--- config.mk ---
export PLATFORM = sky130hd
export DESIGN_NAME = ws2812_frame_duty_generator_flat
export DESIGN_NICKNAME = d
export VERILOG_FILES = /design/src/rtl/wfdg_pkg.sv /design/src/rtl/wfdg_if.sv /design/src/rtl/ws2812_frame_duty_generator.sv /design/src/flat_wrapper.sv
export SDC_FILE = /design/constraint.sdc
export NUM_CORES = 1
export LEC_CHECK = 0
export BUFFER_PORTS_ARGS = -buffer_cell sky130_fd_sc_hd__buf_4
export CORE_MARGIN = 8
export CORE_UTILIZATION = 56
export CTS_CLUSTER_SIZE = 16
export DETAILED_ROUTE_END_ITERATION = 12
export PLACE_DENSITY = 0.78
export SLEW_MARGIN = 10
export SYNTH_ARGS = -nofsm -noshare
export SYNTH_HDL_FRONTEND = slang
export SYNTH_SLANG_ARGS = --single-unit
--- constraint.sdc ---
create_clock -name clk -period 8.2 [get_ports clk]
set_clock_uncertainty 0.2 [all_clocks]
set_input_delay 0.41 -clock clk [delete_from_list [all_inputs] [get_ports clk]]
set_output_delay 0.41 -clock clk [all_outputs]
set_load 0.05 [all_outputs]
--- src/rtl/wfdg_pkg.sv ---
// shared constants, register codes and a helper function for the ws2812 frame duty generator
package wfdg_pkg;

    localparam int CfgIdxW  = 3;
    localparam int CfgDataW = 16;
    localparam int PosW     = 14;
    localparam int BitsPerLed = 24;

    // register indexes of the configuration port
    localparam logic [CfgIdxW-1:0] CFG_LED_COUNT     = 3'd0;
    localparam logic [CfgIdxW-1:0] CFG_RESET_LEN     = 3'd1;
    localparam logic [CfgIdxW-1:0] CFG_DUTY_ONE      = 3'd2;
    localparam logic [CfgIdxW-1:0] CFG_DUTY_ZERO     = 3'd3;
    localparam logic [CfgIdxW-1:0] CFG_DUTY_RESET    = 3'd4;
    localparam logic [CfgIdxW-1:0] CFG_REFRESH_MS    = 3'd5;

    // reset values of the registers
    localparam logic [8:0]  LED_COUNT_RST     = 9'd2;
    localparam logic [9:0]  RESET_LEN_RST     = 10'd240;
    localparam logic [7:0]  DUTY_ONE_RST      = 8'd26;
    localparam logic [7:0]  DUTY_ZERO_RST     = 8'd51;
    localparam logic [7:0]  DUTY_RESET_RST    = 8'd80;
    localparam logic [15:0] REFRESH_MS_RST    = 16'd1000;

    // operation codes of an input item
    localparam logic OP_UPDATE = 1'b0;
    localparam logic OP_TICK   = 1'b1;

    // byte order on the wire
    localparam logic [1:0] SEL_GREEN = 2'd0;
    localparam logic [1:0] SEL_RED   = 2'd1;
    localparam logic [1:0] SEL_BLUE  = 2'd2;

    // x mod 3 by summing base-4 digits, then one more fold
    function automatic logic [1:0] mod3(input logic [PosW-1:0] x);
        logic [4:0] s;
        logic [2:0] t;
        s = '0;
        for (int i = 0; i < PosW / 2; i++)
        begin
            s = s + 5'(x[2*i +: 2]);
        end
        t = 3'(s[1:0]) + 3'(s[3:2]) + 3'(s[4]);
        if (t >= 3'd6)
        begin
            t = t - 3'd6;
        end
        else if (t >= 3'd3)
        begin
            t = t - 3'd3;
        end
        return t[1:0];
    endfunction

endpackage

--- src/rtl/wfdg_if.sv ---
// valid/ready channel interfaces for the input and result items
interface wfdg_in_if;
    logic        valid;
    logic        ready;
    logic        op;
    logic [31:0] now_ms;
    logic [23:0] color;

    modport source (output valid, output op, output now_ms, output color, input ready);
    modport sink   (input valid, input op, input now_ms, input color, output ready);
endinterface

interface wfdg_out_if;
    logic       valid;
    logic       ready;
    logic [7:0] duty;
    logic       started;
    logic       active;

    modport source (output valid, output duty, output started, output active, input ready);
    modport sink   (input valid, input duty, input started, input active, output ready);
endinterface

--- src/rtl/ws2812_frame_duty_generator.sv ---
// top level of the ws2812 frame duty generator
// Each item is either an update request (op 0) or a pwm period tick (op 1) and gives exactly one
// result item. An item is registered on entry, evaluated against the frame state in one short
// combinational step and registered again on exit, and one item is taken every cycle as long
// as the result side keeps up; a full result register stalls the input stage. A request starts
// a frame when no frame runs and the colour changed, nothing was sent yet, or refresh_ms elapsed
// since the last start. Ticks then give a reset run of duty_reset values, 24 bits per led
// (green, red, blue, msb first) as duty_one or duty_zero, another reset run, and a final park
// value 0; idle ticks give 0. Registers take effect on the next item.
module ws2812_frame_duty_generator
    import wfdg_pkg::*;
#(
    parameter int MAX_LEDS          = 256,
    parameter int MAX_RESET_PERIODS = 1023
)
(
    input  logic                clk,
    input  logic                rst_n,
    input  logic                cfg_we,
    input  logic [CfgIdxW-1:0]  cfg_index,
    input  logic [CfgDataW-1:0] cfg_data,
    wfdg_in_if.sink             in_ch,
    wfdg_out_if.source          out_ch
);

    localparam int LedW = $clog2(MAX_LEDS + 1);
    localparam int RstW = $clog2(MAX_RESET_PERIODS + 1);

    // configuration
    logic [8:0]  led_count_reg;
    logic [9:0]  reset_len_reg;
    logic [7:0]  duty_one_reg;
    logic [7:0]  duty_zero_reg;
    logic [7:0]  duty_reset_reg;
    logic [15:0] refresh_ms_reg;

    // frame state
    logic [23:0]     sent_color_reg, sent_color_next;
    logic            never_sent_reg, never_sent_next;
    logic [31:0]     sent_time_reg, sent_time_next;
    logic            busy_reg, busy_next;
    logic [PosW-1:0] pos_reg, pos_next;

    // input stage
    logic        s1_valid_reg;
    logic        s1_op_reg;
    logic [31:0] s1_now_reg;
    logic [23:0] s1_color_reg;

    // result stage
    logic       out_valid_reg;
    logic [7:0] out_duty_reg, duty_next;
    logic       out_started_reg, started_next;
    logic       out_active_reg;

    logic advance;
    logic in_take;

    logic [LedW-1:0] leds_eff;
    logic [RstW-1:0] rst_eff;
    logic [PosW-1:0] rst_len;
    logic [PosW-1:0] data_len;
    logic [PosW-1:0] data_end;
    logic [PosW-1:0] frame_last;
    logic [PosW-1:0] rel;
    logic [1:0]      byte_sel;
    logic [2:0]      bit_idx;
    logic [7:0]      byte_val;
    logic [31:0]     elapsed;
    logic            due;

    assign advance      = s1_valid_reg && (!out_valid_reg || out_ch.ready);
    assign in_ch.ready  = !s1_valid_reg || advance;
    assign in_take      = in_ch.valid && in_ch.ready;

    assign out_ch.valid   = out_valid_reg;
    assign out_ch.duty    = out_duty_reg;
    assign out_ch.started = out_started_reg;
    assign out_ch.active  = out_active_reg;

    // clamped frame geometry
    always_comb
    begin
        if (led_count_reg == 9'd0)
        begin
            leds_eff = LedW'(1);
        end
        else if (led_count_reg > 9'(MAX_LEDS))
        begin
            leds_eff = LedW'(MAX_LEDS);
        end
        else
        begin
            leds_eff = led_count_reg[LedW-1:0];
        end

        if (reset_len_reg > 10'(MAX_RESET_PERIODS))
        begin
            rst_eff = RstW'(MAX_RESET_PERIODS);
        end
        else
        begin
            rst_eff = reset_len_reg[RstW-1:0];
        end
    end

    assign rst_len    = PosW'(rst_eff);
    assign data_len   = PosW'(leds_eff) * PosW'(BitsPerLed);
    assign data_end   = rst_len + data_len;
    assign frame_last = data_end + rst_len;
    assign rel        = pos_reg - rst_len;
    assign byte_sel   = mod3(rel >> 3);
    assign bit_idx    = ~rel[2:0];

    always_comb
    begin
        case (byte_sel)
            SEL_GREEN: byte_val = sent_color_reg[15:8];
            SEL_RED:   byte_val = sent_color_reg[23:16];
            default:   byte_val = sent_color_reg[7:0];
        endcase
    end

    assign elapsed = s1_now_reg - sent_time_reg;
    assign due     = never_sent_reg || (s1_color_reg != sent_color_reg)
                     || (elapsed >= {16'd0, refresh_ms_reg});

    always_comb
    begin
        sent_color_next = sent_color_reg;
        never_sent_next = never_sent_reg;
        sent_time_next  = sent_time_reg;
        busy_next       = busy_reg;
        pos_next        = pos_reg;
        duty_next       = 8'd0;
        started_next    = 1'b0;

        if (s1_op_reg == OP_TICK)
        begin
            if (busy_reg)
            begin
                if (pos_reg >= frame_last)
                begin
                    // park period closes the frame
                    busy_next = 1'b0;
                    pos_next  = '0;
                end
                else
                begin
                    if (pos_reg < rst_len || pos_reg >= data_end)
                    begin
                        duty_next = duty_reset_reg;
                    end
                    else if (byte_val[bit_idx])
                    begin
                        duty_next = duty_one_reg;
                    end
                    else
                    begin
                        duty_next = duty_zero_reg;
                    end
                    pos_next = pos_reg + PosW'(1);
                end
            end
        end
        else if (due && !busy_reg)
        begin
            sent_color_next = s1_color_reg;
            sent_time_next  = s1_now_reg;
            never_sent_next = 1'b0;
            busy_next       = 1'b1;
            pos_next        = '0;
            started_next    = 1'b1;
        end
    end

    // configuration registers
    always_ff @(posedge clk or negedge rst_n)
    begin
        if (!rst_n)
        begin
            led_count_reg     <= LED_COUNT_RST;
            reset_len_reg     <= RESET_LEN_RST;
            duty_one_reg      <= DUTY_ONE_RST;
            duty_zero_reg     <= DUTY_ZERO_RST;
            duty_reset_reg    <= DUTY_RESET_RST;
            refresh_ms_reg    <= REFRESH_MS_RST;
        end
        else if (cfg_we)
        begin
            unique case (cfg_index)
                CFG_LED_COUNT:     led_count_reg     <= cfg_data[8:0];
                CFG_RESET_LEN:     reset_len_reg     <= cfg_data[9:0];
                CFG_DUTY_ONE:      duty_one_reg      <= cfg_data[7:0];
                CFG_DUTY_ZERO:     duty_zero_reg     <= cfg_data[7:0];
                CFG_DUTY_RESET:    duty_reset_reg    <= cfg_data[7:0];
                CFG_REFRESH_MS:    refresh_ms_reg    <= cfg_data;
                default:           ;
            endcase
        end
    end

    // frame state and handshake control
    always_ff @(posedge clk or negedge rst_n)
    begin
        if (!rst_n)
        begin
            sent_color_reg <= '0;
            never_sent_reg <= 1'b1;
            sent_time_reg  <= '0;
            busy_reg       <= 1'b0;
            pos_reg        <= '0;
            s1_valid_reg   <= 1'b0;
            out_valid_reg  <= 1'b0;
        end
        else
        begin
            if (advance)
            begin
                sent_color_reg <= sent_color_next;
                never_sent_reg <= never_sent_next;
                sent_time_reg  <= sent_time_next;
                busy_reg       <= busy_next;
                pos_reg        <= pos_next;
            end

            if (in_take)
            begin
                s1_valid_reg <= 1'b1;
            end
            else if (advance)
            begin
                s1_valid_reg <= 1'b0;
            end

            if (advance)
            begin
                out_valid_reg <= 1'b1;
            end
            else if (out_ch.ready)
            begin
                out_valid_reg <= 1'b0;
            end
        end
    end

    // payload registers
    always_ff @(posedge clk)
    begin
        if (in_take)
        begin
            s1_op_reg    <= in_ch.op;
            s1_now_reg   <= in_ch.now_ms;
            s1_color_reg <= in_ch.color;
        end
        if (advance)
        begin
            out_duty_reg    <= duty_next;
            out_started_reg <= started_next;
            out_active_reg  <= busy_next;
        end
    end

endmodule

--- src/flat_wrapper.sv ---
// flat-port wrapper written by rule: the top's interface ports become plain ports
module ws2812_frame_duty_generator_flat import wfdg_pkg::*;
#(
    parameter int MAX_LEDS          = 256,
    parameter int MAX_RESET_PERIODS = 1023
)
  (clk, rst_n, cfg_we, cfg_index, cfg_data, in_ch_valid, in_ch_op, in_ch_now_ms, in_ch_color, in_ch_ready, out_ch_valid, out_ch_duty, out_ch_started, out_ch_active, out_ch_ready);
  wfdg_in_if in_ch_i ();
  wfdg_out_if out_ch_i ();
  input  logic clk;
  input  logic rst_n;
  input  logic cfg_we;
  input  logic [CfgIdxW-1:0] cfg_index;
  input  logic [CfgDataW-1:0] cfg_data;
  input wire logic [$bits(in_ch_i.valid)-1:0] in_ch_valid;
  input wire logic [$bits(in_ch_i.op)-1:0] in_ch_op;
  input wire logic [$bits(in_ch_i.now_ms)-1:0] in_ch_now_ms;
  input wire logic [$bits(in_ch_i.color)-1:0] in_ch_color;
  output wire logic [$bits(in_ch_i.ready)-1:0] in_ch_ready;
  output wire logic [$bits(out_ch_i.valid)-1:0] out_ch_valid;
  output wire logic [$bits(out_ch_i.duty)-1:0] out_ch_duty;
  output wire logic [$bits(out_ch_i.started)-1:0] out_ch_started;
  output wire logic [$bits(out_ch_i.active)-1:0] out_ch_active;
  input wire logic [$bits(out_ch_i.ready)-1:0] out_ch_ready;
  assign in_ch_i.valid = in_ch_valid;
  assign in_ch_i.op = in_ch_op;
  assign in_ch_i.now_ms = in_ch_now_ms;
  assign in_ch_i.color = in_ch_color;
  assign in_ch_ready = in_ch_i.ready;
  assign out_ch_valid = out_ch_i.valid;
  assign out_ch_duty = out_ch_i.duty;
  assign out_ch_started = out_ch_i.started;
  assign out_ch_active = out_ch_i.active;
  assign out_ch_i.ready = out_ch_ready;
  ws2812_frame_duty_generator #(.MAX_LEDS(MAX_LEDS), .MAX_RESET_PERIODS(MAX_RESET_PERIODS)) u_core (.clk(clk), .rst_n(rst_n), .cfg_we(cfg_we), .cfg_index(cfg_index), .cfg_data(cfg_data), .in_ch(in_ch_i), .out_ch(out_ch_i));
endmodule
==> metrics.md, run 1 <==
| Metric | Value |
|---|---|
| Outcome | finished, violations left |
| Failing checks | negative setup slack |
| Worst-path clk slew | 80 ps |
| PnR worst setup slack | -30.3 ps |
| CP top delay family | adder cells |
| Detail-routed via count per cell | approximately 6.0 |
| Largest net degree at the start of global routing | 88 |
| Width of the die | 168 um |
| Metal3 WL | 1510 um |
| Largest cells by area after synthesis | dfrtp_1, edfxtp_1, ha_1 |
| Setup violations, final | 6 |
| I/O pin total | 93 |
| Routability Congestion | 0.950 |
| # Max-Cap Violations | 0 |
| CTS root buf | clkbuf_16 |
| Ys flop type | dfrtp_1 |
| Crit path launch type | register |
| Synth cell types | 68 |
| Top post-synthesis cells by count | dfrtp_1, mux2_2, ha_1, inv_1, o21ai_0 |
| WL per Instance | 19.0 um |
| Area Growth Syn to Fin | 19.1% |
| Type of the worst min-delay path | input pin to register |
| Pins Over Slew Limit | 0 |
| Final WL | 32300 um |
| Crit path time final | 8230 ps |
| Buffers & Inverters on Critical Path | 5 |
| Mapped Nets | 1437 |
| RSZ-0062 raised after global routing | yes |
| Pre-antenna DRT Iters | 6 |
| Mean Syn Cell Area | about 10 um2 |
| Grt total ovfl | 0 |
| IO buf count | between 90 and 100 |
| Initial DRC Count | approximately 650 |
| Worst slew margin | 20.0% |
| CTS max path bufs | 2 |
| Initial antenna violation count | 1 |
| Fin. Hold Viols | 0 |
| Seq cells post-synth | 200 |
| Top-area cell type share of the netlist area | 21.5% |
| Die height | 168 um |
| Hpwl dp | 23100 um |
| Final period util | 100% |
| CTS buffer count | 17 |
| CTS H-tree depth | 4 |
| TritonCTS clock tree | built |
| Core box area | 22700 um2 |
| Path type of the worst setup path | register to register |
| Cell count after synthesis | 1241 |
| Fillers | 1678 |
| Row count | 55 |
| Crit-path max FO | 8 |
| Global-route wire length before repair | ~52000 um |
| CP Data Arrival Time | a little over 8000 ps |
| Finished Core Util | 68.3% |
| Via count | 10100 |
| Yosys top cell by area | dfrtp_1 |
| WP data required | 8180 ps |
| Share of layout cells above drive strength 1 | 23.9% |
| Fmax | about 120 MHz |
| Nets@finish | between 1500 and 2000 |
| Worst slew pin tran | 1190 ps |
| Max Used Layer | met4 |
| Die Area | between 20000 and 30000 um2 |
| Starting density of the core | 57.3% |
| DRC | 0 |
| CP max stage cell | fa_1 |
| Area of the mapped netlist | 13000 um2 |
| CP most frequent cell | fa_1 |
| Synth Warn # | 0 |
| R2R setup slack | -30 ps |
| GRT Overall Usage | 22.9% |
| Worst skew pair latency | 440 ps |
| Async SR Flop Fraction | 66.5% |
| Post-synthesis sequential area ratio | 41.2% |
| CTS sink cnt | 200 |
| Critical Path End Type | register |
| EDFF count, synth | 67 |
| CP peak stage delay | about 530 ps |
| Routed length on met2 | 16500 um |
| Vias in the first global route | 10300 |
| WL met1 | ~14000 um |
| Routed Antenna Nets | 0 |
==> worst reg2reg max path, delay by kind of cell, from the launching register on <==
| family | cells | cell delay (ps) |
|---|---|---|
| flip-flops | 1 | 410 |
| multiplexers | 5 | 1690 |
| XOR/XNOR | 1 | 150 |
| AO/OA/AOI/OAI | 3 | 580 |
| AND/OR/NAND/NOR | 4 | 330 |
| adder cells (fa/ha/maj) | 11 | 4100 |
| buffers and inverters | 5 | 510 |
==> timing repair <==
action,in CTS,in global routing
hold buffers,60,0
setup endpoints to repair,8,8
gates resized for setup,20,14
pin swaps,7,3
endpoints found under the hold margin,105,0
setup buffers,4,6
==> cell usage in the layout (no fill, tap or decap), drive strengths merged, types with 42 or more instances in the layout <==
cell and instances:
dfrtp 112, ha 104, mux2 118, a21oi 73, nand2 72, buf 124
nor2 59, dlygate4sd3 60, edfxtp 67, o21ai 74, inv 106, xnor2 42
xor2 45
==> per-stage QoR <==
stage / setup TNS [ps] / area (um2) / setup WS, ps / cells / hold slack (ps)
3_3_place_gp: -755 / 14100 / -96.8 / 1599 / 265
6_report: -108 / 15500 / -30.3 / 1702 / 11.6
3_5_place_dp: -3080 / 14100 / -406 / 1599 / 276
4_1_cts: -78.3 / 15400 / -19.6 / 1695 / 1.25
5_1_grt: -1930 / 15500 / -286 / 1702 / 2.76
2_1_floorplan: 0 / 13000 / 13.6 / 1241 / -85.6
==> layout make-up <==
class,instances,area [um2],share of cell area [%]
clock buffer,17,425,2.74
inverter,101,379,2.45
clock inverter,15,191,1.23
sequential,200,5370,34.6
tap,285,357,2.30
antenna,1,2.50,0.0161
timing repair buffer,184,1550,9.98
multi-input combinational,899,7230,46.7
==> metal layers <==
layer	global-route usage [%]	vias up
met5	0	-
met4	7.10	0
met3	4.37	56
met2	40.8	296
met1	27.7	4969
li1	-	4809
==> path summary, 6_finish.rpt <==
| kind | start | end | cells after the start |
|---|---|---|---|
| max in group asynchronous | rst_n | u_core.refresh_ms_reg[15] | 3 |
| hold / removal | cfg_data[11] | u_core.refresh_ms_reg[11] | 2 |
| min in group asynchronous | rst_n | u_core.out_ch.valid | 2 |
| setup / recovery | u_core.reset_len_reg[0] | u_core.out_ch.duty[2] | 29 |
| hold reg to reg | u_core.never_sent_reg | u_core.never_sent_reg | 1 |
| setup reg to reg | u_core.reset_len_reg[0] | u_core.out_ch.duty[2] | 29 |
==> logic make-up (layout without fill, tap and decap cells) <==
| group | after synthesis | count (layout) | synth area share [%] |
|---|---|---|---|
| XOR/XNOR | 87 | 87 | 5.86 |
| AND/OR/NAND/NOR | 284 | 284 | 11.2 |
| adder cells (fa/ha/maj) | 119 | 119 | 12.0 |
| AO/OA/AOI/OAI | 272 | 272 | 13.0 |
| flip-flops | 200 | 200 | 41.2 |
| other | 0 | 1 | 0 |
| buffers and inverters | 142 | 317 | 4.33 |
| multiplexers | 137 | 137 | 12.4 |
Power of run 1 is left out: the tool's default activity adds up to more than one toggle a clock period on the data nets, which glitch-free logic cannot reach.
==> run 2, diff against run 1 <==
- TNS_END_PERCENT: unset -> 10
==> run 2 against run 1 <==
Compared with the run above:
- the flow now finishes without violations
- first-iteration DRC count is 16% higher
- register-to-register slack better by 40 ps
- critical path depth is 1 higher
- worst hold slack worse by 2.4 ps
- cell count is 0.47% lower
- non-clock buffer count is 8 lower
- largest cell class unchanged
==> metrics.md, run 2 (synthesized netlist as in run 1, its figures left out) <==
| Metric | Value |
|---|---|
| Placed insts | approximately 1600 |
| DRC | 0 |
| Routed Antenna Nets | 0 |
| R2R depth | 30 |
| Finished Core Util | 67.8% |
| Non-Filler Instances | 1694 |
| WP data required | just over 8000 ps |
| Area Growth Syn to Fin | 18.3% |
| Worst skew pair latency | 440 ps |
| WL per Instance | 18.9 um |
| Fmax | 122 MHz |
| Worst slew margin | approximately a fifth |
| Initial DRC Count | 756 |
| Outcome | finished, final reports clean |
| Register Area | 5370 um2 |
| Area of the multi-input gates | 7190 um2 |
| Hold Path Stages | 2 |
| Final WL | 32000 um |
| GRT Overall Usage | 22.9% |
| Global-route wire length before repair | between 50000 and 60000 um |
| Initial antenna violation count | 1 |
| Worst slew pin tran | 1200 ps |
| CTS H-tree depth | 4 |
| Crit path time final | 8190 ps |
| CP peak stage delay | 590 ps |
| CTS buffer count | 17 |
| Vias in the first global route | 10300 |
| Worst hold start | cfg_data[11] |
| Hpwl dp | 23100 um |
| Pins Over Slew Limit | 0 |
| CTS sink cnt | 200 |
| R2r endpoint | u_core.out_ch.duty[2] |
| Via count | 10000 |
| Setup violations, final | 0 |
| CP most frequent cell | fa_1 |
| Share of layout cells above drive strength 1 | ~23% |
| Crit-path max FO | 8 |
| Routability Congestion | 0.950 |
| Detail-routed via count per cell | 5.93 |
| Core box area | roughly 23000 um2 |
| Starting density of the core | 57.3% |
| CP max stage cell | fa_2 |
| Crit path launch type | register |
| Nets@finish | 1591 |
| Most common cell after layout, fill and taps aside | buf_4 |
| Die height | 168 um |
| Grt total ovfl | 0 |
| Pre-antenna DRT Iters | 5 |
| CTS max path bufs | 2 |
| Hold Path Sink | u_core.refresh_ms_reg[11] |
| Width of the die | around 170 um |
| Worst-path clk slew | 80 ps |
| Largest net degree at the start of global routing | 88 |
| I/O pin total | 93 |
| CTS root buf | clkbuf_16 |
| Commonest cells after routing, fill and taps aside | buf_4, dfrtp_1, mux2_2 |
| R2R setup slack | 9 ps |
| # Max-Cap Violations | 0 |
| IO buf count | ~90 |
| Critical Path End Type | register |
| TritonCTS clock tree | built |
| Path type of the worst setup path | register to register |
| Fillers | 1696 |
| Row count | 55 |
| CP Data Arrival Time | 8170 ps |
| RSZ-0062 raised after global routing | yes |
| Final period util | around 100% |
| Type of the worst min-delay path | input pin to register |
| Fin. Hold Viols | 0 |
| Die Area | around 28000 um2 |
| R2r startpoint | u_core.reset_len_reg[0] |
==> run 2: metal layers <==
metal  up-vias  global-route usage [%]  routed length [um]
met5         -                       0                   0
met4         0                    7.10                 698
met3        57                    4.37                1600
met2       289                    40.8               16200
met1      4906                    27.6               13500
li1       4786                       -                   -
==> run 2: repair_timing <==
action                     in CTS  in global routing
setup endpoints to repair       8                  8
setup buffers                   2                  0
hold buffers                   60                  0
pin swaps                       7                  1
gates resized for setup        19                  4
hold endpoints to repair      105                  0
==> run 2: worst max-delay path, delay by kind of cell, from the launching register on <==
kind,cells,cell delay [ps]
muxes,5,1640
xor gates and xnor gates,1,150
AOI/OAI and AO/OA,4,700
buffers and inverters,4,390
and+or+nand+nor,5,360
adders and majority gates,11,4060
DFF,1,410
==> run 2: worst max path at each step <==
stage | start | endpoint | depth (start not counted)
floorplan | u_core.pos_reg[0] | u_core.out_ch.duty[0] | 28
CTS | u_core.reset_len_reg[0] | u_core.out_ch.duty[3] | 30
global placement | u_core.pos_reg[0] | u_core.out_ch.duty[3] | 30
global route | u_core.pos_reg[0] | u_core.out_ch.duty[2] | 31
detailed placement | u_core.pos_reg[0] | u_core.out_ch.duty[5] | 30
finish | u_core.reset_len_reg[0] | u_core.out_ch.duty[2] | 30
==> run 2: area by class of cell <==
| cell class | count | area share (%) |
|---|---|---|
| clock buffer | 17 | 2.76 |
| antenna | 1 | 0.0163 |
| timing repair buffer | 176 | 9.66 |
| tap | 285 | 2.32 |
| sequential | 200 | 34.9 |
| inverter | 101 | 2.46 |
| clock inverter | 15 | 1.24 |
| multi-input combinational | 899 | 46.7 |
==> run 2: per-stage QoR <==
stage	setup WS [ps]	instance area (um2)	TNS (ps)	hold slack, ps
global route	-273	15400	-1840	2.76
finish	8.91	15400	0	9.13
detailed placement	-406	14100	-3080	276
CTS	-22.5	15400	-113	1.25
floorplan	13.6	13000	0	-85.6
global placement	-96.8	14100	-755	265
Power of run 2 is left out for the same reason.
==> run 3, diff against run 2 <==
- SETUP_SLACK_MARGIN: unset -> 0.15
==> run 3 against run 2 <==
Compared with the run above:
- the run now ends with negative setup slack left
- register-to-register slack got worse by 70 ps
- setup slack got worse by 68 ps
- die area did not move
- clock-buffer cell count did not move
==> metrics.md, run 3 (synthesized netlist as in run 1, its figures left out) <==
| Metric | Value |
|---|---|
| Outcome | finished, violations left |
| Failing checks | negative setup slack |
| IO buf count | 92 |
| Global-route wire length before repair | 51500 um |
| Core box area | 22700 um2 |
| R2r startpoint | u_core.pos_reg[0] |
| Hold Path Sink | u_core.reset_len_reg[9] |
| Final period util | 101% |
| Crit path time final | 8260 ps |
| Worst hold start | cfg_data[9] |
| Pins Over Slew Limit | 0 |
| R2R depth | 31 |
| PnR worst setup slack | -59.5 ps |
| Placed insts | between 1500 and 2000 |
| RSZ-0062 raised after global routing | yes |
| Fillers | 1660 |
| Routed Antenna Nets | 0 |
| WHS | a little under 20 ps |
| Final WL | 31400 um |
| Fin. Hold Viols | 0 |
| R2r endpoint | u_core.out_ch.duty[2] |
| Worst slew margin | 24.7% |
| # Max-Cap Violations | 0 |
| CTS H-tree depth | 4 |
| I/O pin total | 93 |
| Most common cell after layout, fill and taps aside | buf_4 |
| Area Growth Syn to Fin | 18.8% |
| Initial DRC Count | 799 |
| Commonest cells after routing, fill and taps aside | buf_4, dfrtp_1, mux2_2 |
| R2R setup slack | -60 ps |
| Width of the die | 168 um |
| Crit path launch type | register |
| Hpwl dp | 22400 um |
| CTS max path bufs | 2 |
| Hold Path Stages | 3 |
| WL per Instance | 18.5 um |
| Pre-antenna DRT Iters | 6 |
| GRT Overall Usage | 22.5% |
| CP peak stage delay | roughly 570 ps |
| CTS root buf | clkbuf_16 |
| WP data required | around 8200 ps |
| Initial antenna violation count | 0 |
| Finished Core Util | 68.1% |
| CTS buffer count | 17 |
| CP max stage cell | fa_1 |
| Share of layout cells above drive strength 1 | 23.1% |
| CP top delay family | adder cells |
| CTS sink cnt | 200 |
| Routability Congestion | 0.967 |
| Path type of the worst setup path | register to register |
| Non-Filler Instances | 1697 |
| TritonCTS clock tree | built |
| Via count | 10100 |
| DRC | 0 |
| CP most frequent cell | fa_1 |
| CP Data Arrival Time | 8230 ps |
| N_diodes | 0 |
| Setup violations, final | 8 |
| Starting density of the core | 57.3% |
| Largest net degree at the start of global routing | 87 |
| Vias in the first global route | 10200 |
| Nets@finish | 1595 |
| Fmax | around 120 MHz |
| Row count | 55 |
| Detail-routed via count per cell | 5.94 |
| Die Area | approximately 28000 um2 |
| Worst-path clk slew | 80 ps |
| Dpl ws | -224 ps |
| Grt total ovfl | 0 |
| Die height | 168 um |
| Critical Path End Type | register |
| Buffers & Inverters on Critical Path | 7 |
| Crit-path max FO | 8 |
| Worst skew pair latency | 440 ps |
| Worst slew pin tran | 1120 ps |
| Type of the worst min-delay path | input pin to register |
run 3: cell count changes in the layout (fill, tap and decap cells not counted), moves of 2 or more:
cell           previous run  this run
nor3_1                   21        19
nor3_2                    0         2
dlygate4sd3_1            60        63
mux2_4                    7         9
inv_1                    97        95
mux2_2                  111       109
clkinvlp_4                0         2
inv_6                     2         0
run 3: final cells by class:
cell class / count / area, um2 / area share (%)
Multi-Input combinational cell: 899 / 7210 / 46.7
Sequential cell: 200 / 5370 / 34.7
Timing Repair Buffer: 180 / 1530 / 9.89
Clock buffer: 17 / 425 / 2.75
Inverter: 101 / 382 / 2.47
Tap cell: 285 / 357 / 2.31
Clock inverter: 15 / 184 / 1.19
run 3: worst max-delay path by stage:
stage / startpoint / endpoint / slack (ps) / cells after the start
final: u_core.pos_reg[0] / u_core.out_ch.duty[2] / -60 / 31
after detailed placement: u_core.reset_len_reg[1] / u_core.out_ch.duty[5] / -220 / 32
after global placement: u_core.pos_reg[0] / u_core.out_ch.duty[4] / -2 / 29
after global routing: u_core.pos_reg[0] / u_core.out_ch.duty[5] / -310 / 31
after CTS: u_core.reset_len_reg[0] / u_core.out_ch.duty[5] / -40 / 30
after floorplan: u_core.pos_reg[0] / u_core.out_ch.duty[0] / 150 / 28
run 3: stage by stage:
stage | setup TNS (ps) | cell area, um2
6_report | -302 | 15500
5_1_grt | -2340 | 15500
4_1_cts | -143 | 15400
3_5_place_dp | -1450 | 14100
3_3_place_gp | -2.87 | 14100
2_1_floorplan | 0 | 13100
run 3: tightest hold or removal path, cell delays in order:
cell and delay, ps:
buf_4 110, nand2_1 40, o21ai_0 60
run 3: layer usage:
| metal | vias up | global-route usage (%) | wire length, um |
|---|---|---|---|
| li1 | 4807 | - | - |
| met1 | 4873 | 27.8 | 13100 |
| met2 | 336 | 40.0 | 16000 |
| met3 | 57 | 3.13 | 1570 |
| met4 | 0 | 7.34 | 750 |
| met5 | - | 0 | 0 |
run 3: what timing repair did:
action                     in CTS  in global routing
resized for setup              19                  7
buffers inserted                5                  4
hold buffers                   63                  0
hold endpoints to repair      109                  0
gates cloned                    0                  0
pin swaps                      22                 21
setup endpoints to repair       8                  8
Power of run 3 is left out for the same reason.
